===== src/rtl/csme_pkg.sv =====
// Shared constants, types and decode function of the stack machine command unit.
package csme_pkg;

   localparam int STACK_DEPTH = 256;
   localparam int VALUE_BITS  = 64;
   localparam int ADDR_BITS   = $clog2(STACK_DEPTH);
   localparam int CNT_BITS    = $clog2(STACK_DEPTH + 1);

   localparam logic [VALUE_BITS-1:0] DIVZ_VALUE = VALUE_BITS'(64'd99999999);
   localparam logic [VALUE_BITS-1:0] BYTE_MASK  = VALUE_BITS'(64'hff);

   localparam logic [4:0] OP_NONE = 5'd0;
   localparam logic [4:0] OP_PUSH = 5'd1;
   localparam logic [4:0] OP_POP  = 5'd2;
   localparam logic [4:0] OP_ADD  = 5'd3;
   localparam logic [4:0] OP_SUB  = 5'd4;
   localparam logic [4:0] OP_MUL  = 5'd5;
   localparam logic [4:0] OP_DIV  = 5'd6;
   localparam logic [4:0] OP_MOD  = 5'd7;
   localparam logic [4:0] OP_NOT  = 5'd8;
   localparam logic [4:0] OP_GT   = 5'd9;
   localparam logic [4:0] OP_PTR  = 5'd10;
   localparam logic [4:0] OP_SW   = 5'd11;
   localparam logic [4:0] OP_DUP  = 5'd12;
   localparam logic [4:0] OP_ROLL = 5'd13;
   localparam logic [4:0] OP_INN  = 5'd14;
   localparam logic [4:0] OP_INC  = 5'd15;
   localparam logic [4:0] OP_OUTN = 5'd16;
   localparam logic [4:0] OP_OUTC = 5'd17;

   localparam logic [2:0] ST_OK      = 3'd0;
   localparam logic [2:0] ST_UNDER   = 3'd1;
   localparam logic [2:0] ST_DIVZ    = 3'd2;
   localparam logic [2:0] ST_NEGROLL = 3'd3;
   localparam logic [2:0] ST_OVER    = 3'd4;
   localparam logic [2:0] ST_NOIN    = 3'd5;

   typedef struct packed {
      logic [4:0]            op;
      logic [VALUE_BITS-1:0] value;
      logic                  present;
   } cmd_type;

   typedef struct packed {
      logic                  start;
      logic [VALUE_BITS-1:0] dividend;
      logic [VALUE_BITS-1:0] divisor;
   } div_req_type;

   typedef struct packed {
      logic                  done;
      logic [VALUE_BITS-1:0] quot;
      logic [VALUE_BITS-1:0] rem;
   } div_rsp_type;

   typedef struct packed {
      logic                  out_valid;
      logic [VALUE_BITS-1:0] out_value;
      logic                  out_is_char;
      logic [1:0]            direction;
      logic                  chooser;
      logic [CNT_BITS-1:0]   depth_now;
      logic [2:0]            status;
   } rsp_type;

   function automatic logic [4:0] decode_op(input logic [2:0] fhue, input logic [1:0] flit,
                                            input logic [2:0] thue, input logic [1:0] tlit);
      logic [2:0] fh;
      logic [2:0] th;
      logic [1:0] fl;
      logic [1:0] tl;
      logic [2:0] hc;
      logic [1:0] lc;
      fh = (fhue >= 3'd6) ? fhue - 3'd6 : fhue;
      th = (thue >= 3'd6) ? thue - 3'd6 : thue;
      fl = (flit == 2'd3) ? 2'd0 : flit;
      tl = (tlit == 2'd3) ? 2'd0 : tlit;
      hc = (th >= fh) ? th - fh : th + 3'd6 - fh;
      lc = (tl >= fl) ? tl - fl : tl + 2'd3 - fl;
      return ({2'b00, hc} * 5'd3) + {3'b000, lc};
   endfunction

endpackage


===== src/rtl/csme_if.sv =====
// Valid/ready channel interfaces for command items and result items.
interface csme_req_if
   import csme_pkg::*;
   ();
   logic        valid;
   logic        ready;
   logic [2:0]  from_hue;
   logic [1:0]  from_light;
   logic [2:0]  to_hue;
   logic [1:0]  to_light;
   logic [23:0] block_size;
   logic signed [31:0] in_value;
   logic        in_present;

   modport source(output valid, from_hue, from_light, to_hue, to_light, block_size,
                  in_value, in_present, input ready);
   modport sink(input valid, from_hue, from_light, to_hue, to_light, block_size,
                in_value, in_present, output ready);
endinterface



===== src/rtl/csme_front.sv =====
// Front end: accepts command items, decodes the color change and queues the command.
module csme_front
   import csme_pkg::*;
(
   input  logic        clock,
   input  logic        reset,
   csme_req_if.sink    req,
   output logic        q_valid,
   output cmd_type     q_item,
   input  logic        q_pop
);

   cmd_type    fifo_ff [0:1];
   logic       wr_ptr_ff;
   logic       rd_ptr_ff;
   logic [1:0] count_ff;
   cmd_type    item_in;
   logic       push;

   always_comb begin
      item_in.op      = decode_op(req.from_hue, req.from_light, req.to_hue, req.to_light);
      item_in.present = req.in_present;
      case (item_in.op)
         OP_INN:  item_in.value = VALUE_BITS'({{32{req.in_value[31]}}, req.in_value});
         OP_INC:  item_in.value = VALUE_BITS'({56'd0, req.in_value[7:0]});
         default: item_in.value = VALUE_BITS'({40'd0, req.block_size});
      endcase
   end

   assign req.ready = (count_ff != 2'd2);
   assign push      = req.valid && req.ready;
   assign q_valid   = (count_ff != 2'd0);
   assign q_item    = fifo_ff[rd_ptr_ff];

   always_ff @(posedge clock) begin
      if (push) begin
         fifo_ff[wr_ptr_ff] <= item_in;
      end
   end

   always_ff @(posedge clock) begin
      if (reset) begin
         wr_ptr_ff <= 1'b0;
         rd_ptr_ff <= 1'b0;
         count_ff  <= 2'd0;
      end else begin
         if (push) begin
            wr_ptr_ff <= ~wr_ptr_ff;
         end
         if (q_pop) begin
            rd_ptr_ff <= ~rd_ptr_ff;
         end
         count_ff <= count_ff + {1'b0, push} - {1'b0, q_pop};
      end
   end

endmodule


===== src/flat_wrapper.sv =====
// flat-port wrapper written by rule: the top's interface ports become plain ports
module csme_front_flat import csme_pkg::*;
  (clock, reset, q_valid, q_item, q_pop, req_valid, req_from_hue, req_from_light, req_to_hue, req_to_light, req_block_size, req_in_value, req_in_present, req_ready);
  csme_req_if req_i ();
  input  logic clock;
  input  logic reset;
  output logic q_valid;
  output cmd_type q_item;
  input  logic q_pop;
  input wire logic [$bits(req_i.valid)-1:0] req_valid;
  input wire logic [$bits(req_i.from_hue)-1:0] req_from_hue;
  input wire logic [$bits(req_i.from_light)-1:0] req_from_light;
  input wire logic [$bits(req_i.to_hue)-1:0] req_to_hue;
  input wire logic [$bits(req_i.to_light)-1:0] req_to_light;
  input wire logic [$bits(req_i.block_size)-1:0] req_block_size;
  input wire logic [$bits(req_i.in_value)-1:0] req_in_value;
  input wire logic [$bits(req_i.in_present)-1:0] req_in_present;
  output wire logic [$bits(req_i.ready)-1:0] req_ready;
  assign req_i.valid = req_valid;
  assign req_i.from_hue = req_from_hue;
  assign req_i.from_light = req_from_light;
  assign req_i.to_hue = req_to_hue;
  assign req_i.to_light = req_to_light;
  assign req_i.block_size = req_block_size;
  assign req_i.in_value = req_in_value;
  assign req_i.in_present = req_in_present;
  assign req_ready = req_i.ready;
  csme_front u_core (.clock(clock), .reset(reset), .req(req_i), .q_valid(q_valid), .q_item(q_item), .q_pop(q_pop));
endmodule

===== config.mk =====
export PLATFORM = sky130hd
export DESIGN_NAME = csme_front_flat
export DESIGN_NICKNAME = d
export VERILOG_FILES = /design/src/rtl/csme_pkg.sv /design/src/rtl/csme_if.sv /design/src/rtl/csme_front.sv /design/src/flat_wrapper.sv
export SDC_FILE = /design/constraint.sdc
export NUM_CORES = 1
export LEC_CHECK = 0
export BUFFER_PORTS_ARGS = -buffer_cell sky130_fd_sc_hd__buf_2
export CAP_MARGIN = 20
export CORE_UTILIZATION = 50
export DETAILED_ROUTE_END_ITERATION = 8
export HOLD_SLACK_MARGIN = 0.12
export PLACE_DENSITY = 0.82
export SLEW_MARGIN = 20
export SYNTH_ARGS = -nofsm -noshare
export SYNTH_HDL_FRONTEND = slang
export SYNTH_SLANG_ARGS = --single-unit

===== constraint.sdc =====
create_clock -name clock -period 4.5 [get_ports clock]
set_clock_uncertainty 0.1 [all_clocks]
set_input_delay 0.225 -clock clock [delete_from_list [all_inputs] [get_ports clock]]
set_output_delay 0.225 -clock clock [all_outputs]
set_load 0.02 [all_outputs]

==> results of run 1 <==
==> registers in the layout, summed over array words and instances, names as in the netlist, named ones only <==
| name | flops |
|---|---|
| u_core.count_ff | 2 |
| u_core.rd_ptr_ff | 1 |
| u_core.wr_ptr_ff | 1 |
| u_core.fifo_ff | 76 |
==> worst max-delay path, cell delays in order <==
cell,delay (ns)
sky130_fd_sc_hd__buf_2,0.11
sky130_fd_sc_hd__nor2b_1,0.25
sky130_fd_sc_hd__inv_1,0.09
sky130_fd_sc_hd__ha_1,0.27
sky130_fd_sc_hd__a211oi_1,0.34
sky130_fd_sc_hd__nor2_1,0.15
sky130_fd_sc_hd__mux2_2,0.32
sky130_fd_sc_hd__fa_1,0.50
sky130_fd_sc_hd__inv_1,0.04
sky130_fd_sc_hd__ha_1,0.21
sky130_fd_sc_hd__fa_1,0.53
sky130_fd_sc_hd__nor2b_1,0.22
sky130_fd_sc_hd__o2111ai_4,0.14
sky130_fd_sc_hd__buf_4,0.28
sky130_fd_sc_hd__mux2_4,0.35
==> per-layer routing <==
layer	track usage (%)	vias up	wire length [um]
li1	-	1351	-
met4	9.231	0	157
met1	18.90	1314	3080
met2	36.40	104	4485
met3	3.415	13	343
met5	0	-	0
==> cell families (layout without fill, tap and decap cells) <==
logic type / Yosys count / after routing
AO/OA/AOI/OAI: 24 / 24
XOR/XNOR: 6 / 6
adder cells (fa/ha/maj): 19 / 19
buffers and inverters: 59 / 216
flip-flops: 81 / 81
multiplexers: 49 / 49
AND/OR/NAND/NOR: 70 / 70
==> synthesized netlist by cell type <==
master / n
sky130_fd_sc_hd__mux2_4: 8
sky130_fd_sc_hd__xor2_1: 4
sky130_fd_sc_hd__dfxtp_1: 5
sky130_fd_sc_hd__or2_2: 1
sky130_fd_sc_hd__o21ai_0: 16
sky130_fd_sc_hd__xnor2_1: 2
sky130_fd_sc_hd__o21bai_1: 1
sky130_fd_sc_hd__nor2_1: 9
sky130_fd_sc_hd__fa_1: 4
sky130_fd_sc_hd__and3_1: 1
sky130_fd_sc_hd__clkbuf_1: 5
sky130_fd_sc_hd__o2111ai_2: 1
sky130_fd_sc_hd__ha_1: 15
sky130_fd_sc_hd__a221o_1: 1
sky130_fd_sc_hd__inv_1: 18
sky130_fd_sc_hd__buf_6: 1
sky130_fd_sc_hd__nor3b_1: 1
sky130_fd_sc_hd__nand2b_1: 26
sky130_fd_sc_hd__a21oi_1: 2
sky130_fd_sc_hd__buf_2: 3
sky130_fd_sc_hd__and2_1: 8
sky130_fd_sc_hd__edfxtp_1: 76
sky130_fd_sc_hd__buf_4: 32
sky130_fd_sc_hd__mux2i_1: 2
sky130_fd_sc_hd__nor2b_1: 7
sky130_fd_sc_hd__nand2_1: 17
sky130_fd_sc_hd__o211ai_1: 2
sky130_fd_sc_hd__mux2_2: 39
sky130_fd_sc_hd__a211oi_1: 1
==> layout by cell type (no fill, tap or decap), types with 2 or more instances in the layout <==
cell	n
sky130_fd_sc_hd__buf_2	142
sky130_fd_sc_hd__edfxtp_1	76
sky130_fd_sc_hd__mux2_2	39
sky130_fd_sc_hd__dlygate4sd3_1	37
sky130_fd_sc_hd__nand2b_1	26
sky130_fd_sc_hd__inv_1	18
sky130_fd_sc_hd__nand2_1	17
sky130_fd_sc_hd__o21ai_0	16
sky130_fd_sc_hd__ha_1	15
sky130_fd_sc_hd__clkbuf_8	9
sky130_fd_sc_hd__nor2_1	8
sky130_fd_sc_hd__and2_1	8
sky130_fd_sc_hd__mux2_4	8
sky130_fd_sc_hd__nor2b_1	7
sky130_fd_sc_hd__xor2_1	4
sky130_fd_sc_hd__fa_1	4
sky130_fd_sc_hd__dfxtp_1	4
sky130_fd_sc_hd__mux2i_1	2
sky130_fd_sc_hd__a21oi_1	2
sky130_fd_sc_hd__o211ai_1	2
sky130_fd_sc_hd__xnor2_1	2
sky130_fd_sc_hd__clkinvlp_4	2
sky130_fd_sc_hd__bufinv_16	2
sky130_fd_sc_hd__buf_4	2
==> how the worst min path moves through the flow <==
stage,to,slack (ns),start
global route,u_core.fifo_ff[0][23],0.14,req_block_size[22]
CTS,u_core.fifo_ff[0][11],0.12,req_block_size[10]
finish,u_core.fifo_ff[0][19],0.15,req_block_size[18]
detailed placement,u_core.fifo_ff[0][0],0.33,req_in_present
floorplan,u_core.count_ff[0],0.20,reset
global placement,u_core.fifo_ff[1][0],0.32,req_in_present
==> per-stage QoR <==
step | utilization, % | std cells
final | 67.83 | 567
after global routing | 67.83 | 567
after CTS | 67.45 | 565
after detailed placement | 60.14 | 513
after global placement | 60.14 | 513
after floorplan | - | 308
==> final cells by class <==
cell class                 count  area share, %
clock buffer                   9          2.315
multi-input combinational    168          26.89
sequential                    81          44.55
clock inverter                 7          1.731
tap                          102          2.385
inverter                      18          1.263
timing repair buffer         182          20.86
==> repair_timing <==
action | in CTS | in global routing
gates resized for setup | 0 | 0
hold endpoints to repair | 57 | 1
hold buffers | 36 | 1
==> report_power, final <==
group | total (W) | internal (W) | switching (W)
sequential | 0.00110 | 0.00105 | 0.0000530
clock | 0.000565 | 0.000311 | 0.000254
combinational | 0.000993 | 0.000393 | 0.000601
==> flow_metrics.py, run 1 <==
metrics = {
    "critical_path": {
        "critical_path_arrival_ns": 4.06,
        "worst-r2r-setup-slack_ns": 2.71,
        "end_kind": "flop",
        "worst_r2r_startpoint": "u_core.count_ff[0]",
        "critPathMaxFanout": 41,
        "r2r_cells": 2,
        "criticalPathCategory": "in2reg",
        "cp_data_required_time_ns": 4.49,
        "critPathLaunchType": "primary input",
        "timing.critical_path.from": "req_from_hue[2]",
        "reg2reg_end": "u_core.fifo_ff[1][19]",
        "timing.critical_path.to": "u_core.fifo_ff[0][1]",
    },
    "sta": {
        "timing.setup.tns_ns": 0,
        "timing.final.max_slew_violations": 0,
        "final.min_clock_period_ns": 4.073,
        "worst_pin_slew_ns": 0.9309,
        "slew-limit-headroom_pct": 37.94,
        "unrepaired_setup_endpoints_after_global_routing": "false",
        "setup-violations-final": 0,
        "post-route-period-util_pct": 90.51,
        "fin_ws_ns": 0.4270,
        "timing_hold_violations_final": 0,
        "clock.fmax_ghz": 0.2455,
        "worst_hold_slack_ns": 0.1486,
    },
    "grt": {
        "grt_max_degree": 42,
        "track_usage_pct": 18.73,
        "antenna_violations_before_repair": 0,
        "grt.overflow.total": 0,
        "grt_first_pass_wirelength_mm": 12.00,
        "via_count_of_the_first_global_routing_pass": 2648,
    },
    "logic_synthesis": {
        "synthesis.area_per_instance_um2": 13.49,
        "yosys-mux-area-fraction_pct": 13.95,
        "yosys.area.top_type": "sky130_fd_sc_hd__edfxtp_1",
        "synth-seq-cells": 81,
        "netlist_instances": 308,
        "post-synth-top-area-fraction_pct": 54.94,
        "synth_top_family_by_area": "multiplexers",
        "yosys.area_share.adder_pct": 6.446,
        "synth_simple_gate_area_share_pct": 9.006,
        "post_synth_instance_area_um2": 4154,
        "biggest_area_contributors_in_the_synthesized_netlist": "sky130_fd_sc_hd__edfxtp_1 (55%), sky130_fd_sc_hd__mux2_2 (11%), sky130_fd_sc_hd__buf_4 (5.8%)",
        "part_of_the_yosys_area_used_for_sequential_elements_pct": 57.35,
        "syn_nets": 398,
        "synth_compound_area_share_pct": 3.494,
        "synth-xor-area-share_pct": 1.265,
        "synth-warning-count": 0,
        "count_of_different_cell_masters_after_synthesis": 29,
    },
    "status": {
        "run_status": "completed",
    },
    "clock_network": {
        "clockBufferDepth": 2,
        "cts_num_sinks": 81,
        "tritoncts_clock_tree": "yes",
        "cts_inserted_buffers": 9,
        "cts_htree_levels": 3,
        "clock_tree.root_cell": "sky130_fd_sc_hd__clkbuf_8",
        "insertion_delay_of_the_later_clocked_pin_in_the_worst_skew_pair_ns": 0.34,
        "cts.reportedPaths.clkPinSlew_ns": 0.09,
        "post_cts_buffers": 0,
    },
    "power_and_ir_drop": {
        "pwr_density_cell_nw_per_um2": 497.6,
        "peakVddDrop_mv": 0.2087,
        "power_leakage_nw": 2.335,
        "finalPower_w": 0.002662,
    },
    "detailed_routing": {
        "length_of_the_first_detailed_routing_pass_in_iterations": 4,
        "drt-vias-per-instance": 4.907,
        "drt_drc_violations_left": 0,
        "vias": 2782,
        "drtIter0Drc": 100,
        "totalWireLength_mm": 8.067,
        "routedWlPerCell_um": 14.23,
        "antenna_violating_nets_post_route": 0,
    },
    "layout": {
        "syn_to_final_growth_pct": 28.80,
        "layout-drive-gt1-share_pct": 45.59,
        "finish.net_count": 550,
        "fillers": 577,
        "seqCellArea_um2": 2384,
        "cell_area_after_layout_um2": 5350,
        "multi_input_comb_area_um2": 1439,
        "antenna_cells_inserted": 0,
    },
    "floorplan": {
        "die_area_um2": 8677,
        "floorplan.core_area_um2": 7888,
        "ios": 143,
        "floorplan.die.width_um": 93.15,
        "effective_utilization_at_floorplan_pct": 52.66,
        "dieHeight_um": 93.15,
        "standard_cell_row_count": 32,
    },
    "flow_run": {
        "max-cap-violations": 0,
    },
    "place": {
        "detailed_place_hpwl_mm": 5.351,
        "post_dp_cell_area_um2": 4743,
        "pre_cts_slack_ns": 0.05158,
        "port_buffers": 142,
        "globalplace.congestion": 0.7660,
    },
    "worst_hold_path": {
        "holdCritPathClass": "in2reg",
        "whs_path_depth": 3,
    },
}
Power figures use the tool's default switching activity.
==> inputs of run 2 (changes only) <==
Settings changed: ABC_AREA from default to 1, CORE_UTILIZATION 50 to 46, PLACE_DENSITY 0.82 to 0.79.
Clock period 4.5 ns to 3.5 ns, I/O delays scaled along.
==> flow_metrics.py, run 2 <==
metrics = {
    "status": {
        "run_status": "completed",
    },
    "place": {
        "globalplace.congestion": 0.7565,
        "detailed_place_hpwl_mm": 6.192,
        "numPlacedInstances": 603,
        "pre_cts_slack_ns": -0.2824,
        "port_buffers": 142,
    },
    "layout": {
        "layout.core_utilization_pct": 61.18,
        "antenna_cells_inserted": 0,
        "finish.net_count": 630,
        "layout-drive-gt1-share_pct": 41.18,
        "largest_reg_flops": 76,
        "syn_to_final_growth_pct": 29.56,
        "cell_count_final_fillers_out": 655,
        "most-common-layout-cells": "sky130_fd_sc_hd__buf_2 (142), sky130_fd_sc_hd__edfxtp_1 (76), sky130_fd_sc_hd__inv_1 (59)",
        "layout.cells.most_common": "sky130_fd_sc_hd__buf_2",
        "biggest_regs": "u_core.fifo_ff (76), u_core.count_ff (2)",
        "max_flop_register": "u_core.fifo_ff",
    },
    "detailed_routing": {
        "antenna_violating_nets_post_route": 0,
        "vias": 3226,
        "totalWireLength_mm": 9.215,
        "length_of_the_first_detailed_routing_pass_in_iterations": 4,
        "routedWlPerCell_um": 14.07,
        "drt-vias-per-instance": 4.925,
        "drt_drc_violations_left": 0,
        "drtIter0Drc": 87,
    },
    "critical_path": {
        "reg2reg_end": "u_core.fifo_ff[1][1]",
        "crit_family": "adder cells",
        "critical_path.max_stage_delay_ns": 0.58,
        "criticalPathCategory": "in2reg",
        "critPathLaunchType": "primary input",
        "worst_r2r_startpoint": "u_core.count_ff[0]",
        "critical_path_arrival_ns": 3.36,
        "critical_path_buf_inv_count": 4,
        "cp_cell_sequence": "buf_2 > inv_1 > nor2_1 > ha_1 > a21oi_1 > nand3_1 > nand2_1 > o21ai_1 > fa_1 > inv_1 > ha_1 > fa_2 > nand3_2 > nor2_4 > buf_12 > nand3_1 > nand2_1",
        "r2r_cells": 5,
        "cp_data_required_time_ns": 3.61,
        "worst-r2r-setup-slack_ns": 1.45,
        "critPathMaxFanout": 14,
        "critical-path-slowest-cell": "sky130_fd_sc_hd__fa_2",
        "end_kind": "flop",
    },
    "logic_synthesis": {
        "syn_nets": 474,
        "biggest_area_contributors_in_the_synthesized_netlist": "sky130_fd_sc_hd__edfxtp_1 (53%), sky130_fd_sc_hd__mux2_2 (9.9%), sky130_fd_sc_hd__buf_4 (5.5%)",
        "synthesis.area_per_instance_um2": 11.31,
        "post-synth-top-area-fraction_pct": 52.55,
        "post-synth-top-count-cell": "sky130_fd_sc_hd__edfxtp_1",
        "number_of_enable_flip_flop_cells_after_synthesis": 76,
        "post_synth_instance_area_um2": 4343,
        "postSynth.asyncResetShare_pct": 0,
        "yosys.area.top_type": "sky130_fd_sc_hd__edfxtp_1",
        "synth.cells.most_frequent": "sky130_fd_sc_hd__edfxtp_1 (76), sky130_fd_sc_hd__inv_1 (59), sky130_fd_sc_hd__nand2_1 (48)",
        "part_of_the_yosys_area_used_for_sequential_elements_pct": 54.85,
        "netlist_instances": 384,
        "count_of_different_cell_masters_after_synthesis": 28,
        "synth-seq-cells": 81,
        "synth-warning-count": 0,
        "ys_dominant_reg_cell": "sky130_fd_sc_hd__edfxtp_1",
    },
    "sta": {
        "setup-violations-final": 0,
        "clock.fmax_ghz": 0.3077,
        "worst_hold_slack_ns": 0.1414,
        "post-route-period-util_pct": 92.86,
        "fin_ws_ns": 0.2500,
        "worst_pin_slew_ns": 0.8678,
        "timing_hold_violations_final": 0,
        "timing.setup.tns_ns": 0,
        "slew-limit-headroom_pct": 42.01,
        "final.min_clock_period_ns": 3.250,
        "timing.final.max_slew_violations": 0,
    },
    "clock_network": {
        "cts_htree_levels": 3,
        "post_cts_buffers": 0,
        "clockBufferDepth": 2,
        "clock_tree.root_cell": "sky130_fd_sc_hd__clkbuf_8",
        "cts_num_sinks": 81,
        "insertion_delay_of_the_later_clocked_pin_in_the_worst_skew_pair_ns": 0.33,
        "cts_inserted_buffers": 9,
        "tritoncts_clock_tree": "yes",
        "cts.reportedPaths.clkPinSlew_ns": 0.09,
    },
    "power_and_ir_drop": {
        "peakVddDrop_mv": 0.2933,
        "power_leakage_nw": 2.588,
        "pwr_density_cell_nw_per_um2": 606.1,
    },
    "floorplan": {
        "dieHeight_um": 99.17,
        "floorplan.die.width_um": 99.17,
        "die_area_um2": 9834,
        "floorplan.core_area_um2": 9196,
        "ios": 143,
        "effective_utilization_at_floorplan_pct": 47.22,
        "standard_cell_row_count": 35,
    },
    "grt": {
        "via_count_of_the_first_global_routing_pass": 3178,
        "grt_first_pass_wirelength_mm": 14.44,
        "grt_max_degree": 39,
        "track_usage_pct": 19.07,
        "grt.overflow.total": 0,
        "antenna_violations_before_repair": 0,
    },
    "worst_hold_path": {
        "whs_path_depth": 4,
        "holdCritPathClass": "in2reg",
        "min_delay_worst_endpoint": "u_core.fifo_ff[0][5]",
        "min_from": "req_block_size[4]",
    },
    "flow_run": {
        "max-cap-violations": 0,
    },
}
==> run 2: cell count changes after synthesis, moves of 13 or more <==
cell / previous run / this run
sky130_fd_sc_hd__o21bai_1: 1 / 24
sky130_fd_sc_hd__nand3_1: 0 / 28
sky130_fd_sc_hd__o21ai_0: 16 / 3
sky130_fd_sc_hd__inv_1: 18 / 59
sky130_fd_sc_hd__nand2_1: 17 / 48
sky130_fd_sc_hd__nor2_1: 9 / 22
sky130_fd_sc_hd__nand2b_1: 26 / 0
==> run 2: how the worst max path moves through the flow <==
stage                     slack, ns               endpoint       startpoint  depth (start not counted)
after global placement        -0.09   u_core.fifo_ff[1][1]  req_from_hue[2]                         16
after detailed placement      -0.28   u_core.fifo_ff[1][1]  req_from_hue[2]                         16
final                          0.25  u_core.fifo_ff[1][21]    req_to_hue[2]                         17
after CTS                      0.07   u_core.fifo_ff[1][1]  req_from_hue[2]                         16
after floorplan                0.12  u_core.fifo_ff[0][12]  req_from_hue[1]                         16
after global routing         -0.003  u_core.fifo_ff[1][17]    req_to_hue[2]                         17
==> run 2: repair_timing <==
| item | 4_1_cts | 5_1_grt |
|---|---|---|
| endpoints found under the hold margin | 71 | 0 |
| hold buffers | 36 | 0 |
| resized for setup | 0 | 9 |
| endpoints found under the setup margin | 0 | 64 |
==> run 2: cell type report <==
type	instances	area [um^2]
timing repair buffer	188	1191
inverter	62	232.7
clock inverter	6	90.09
sequential	81	2384
clock buffer	9	123.9
fill	743	3570
multi-input combinational	198	1466
tap	111	138.9
==> run 2: cell families after synthesis <==
kind of cell | share of synthesized area, %
buffers and inverters | 12.30
flip-flops | 54.85
AND/OR/NAND/NOR | 11.18
XOR/XNOR | 0.8068
multiplexers | 10.08
AO/OA/AOI/OAI | 4.609
adder cells (fa/ha/maj) | 6.165
==> run 2: tightest hold or removal path: cells and delay by family <==
family | cells | cell delay, ns
AND/OR/NAND/NOR | 1 | 0.07
AO/OA/AOI/OAI | 1 | 0.13
buffers and inverters | 2 | 0.10
==> run 2: stage by stage <==
stage | power [W] | instance area, um^2
6_report | 0.003410 | 5627
2_1_floorplan | 0.002305 | 4343
3_3_place_gp | 0.002585 | 5000
3_5_place_dp | 0.002635 | 5000
4_1_cts | 0.003396 | 5574
5_1_grt | 0.003595 | 5627
==> run 2: routing by layer <==
layer	global-route usage, %	share of wire (%)	vias to the layer above
met3	2.319	4.1	18
met5	0	0	-
li1	-	-	1561
met4	9.276	2.3	0
met1	21.59	39	1534
met2	35.66	54	113
==> run 2: where the power goes <==
part           leakage [nW]  internal, W  switching, W  total (W)
Sequential            0.753      0.00131     0.0000465    0.00135
Combinational          1.73     0.000481      0.000841    0.00132
Clock                 0.106     0.000402      0.000333   0.000735
Total                  2.59      0.00219       0.00122    0.00341
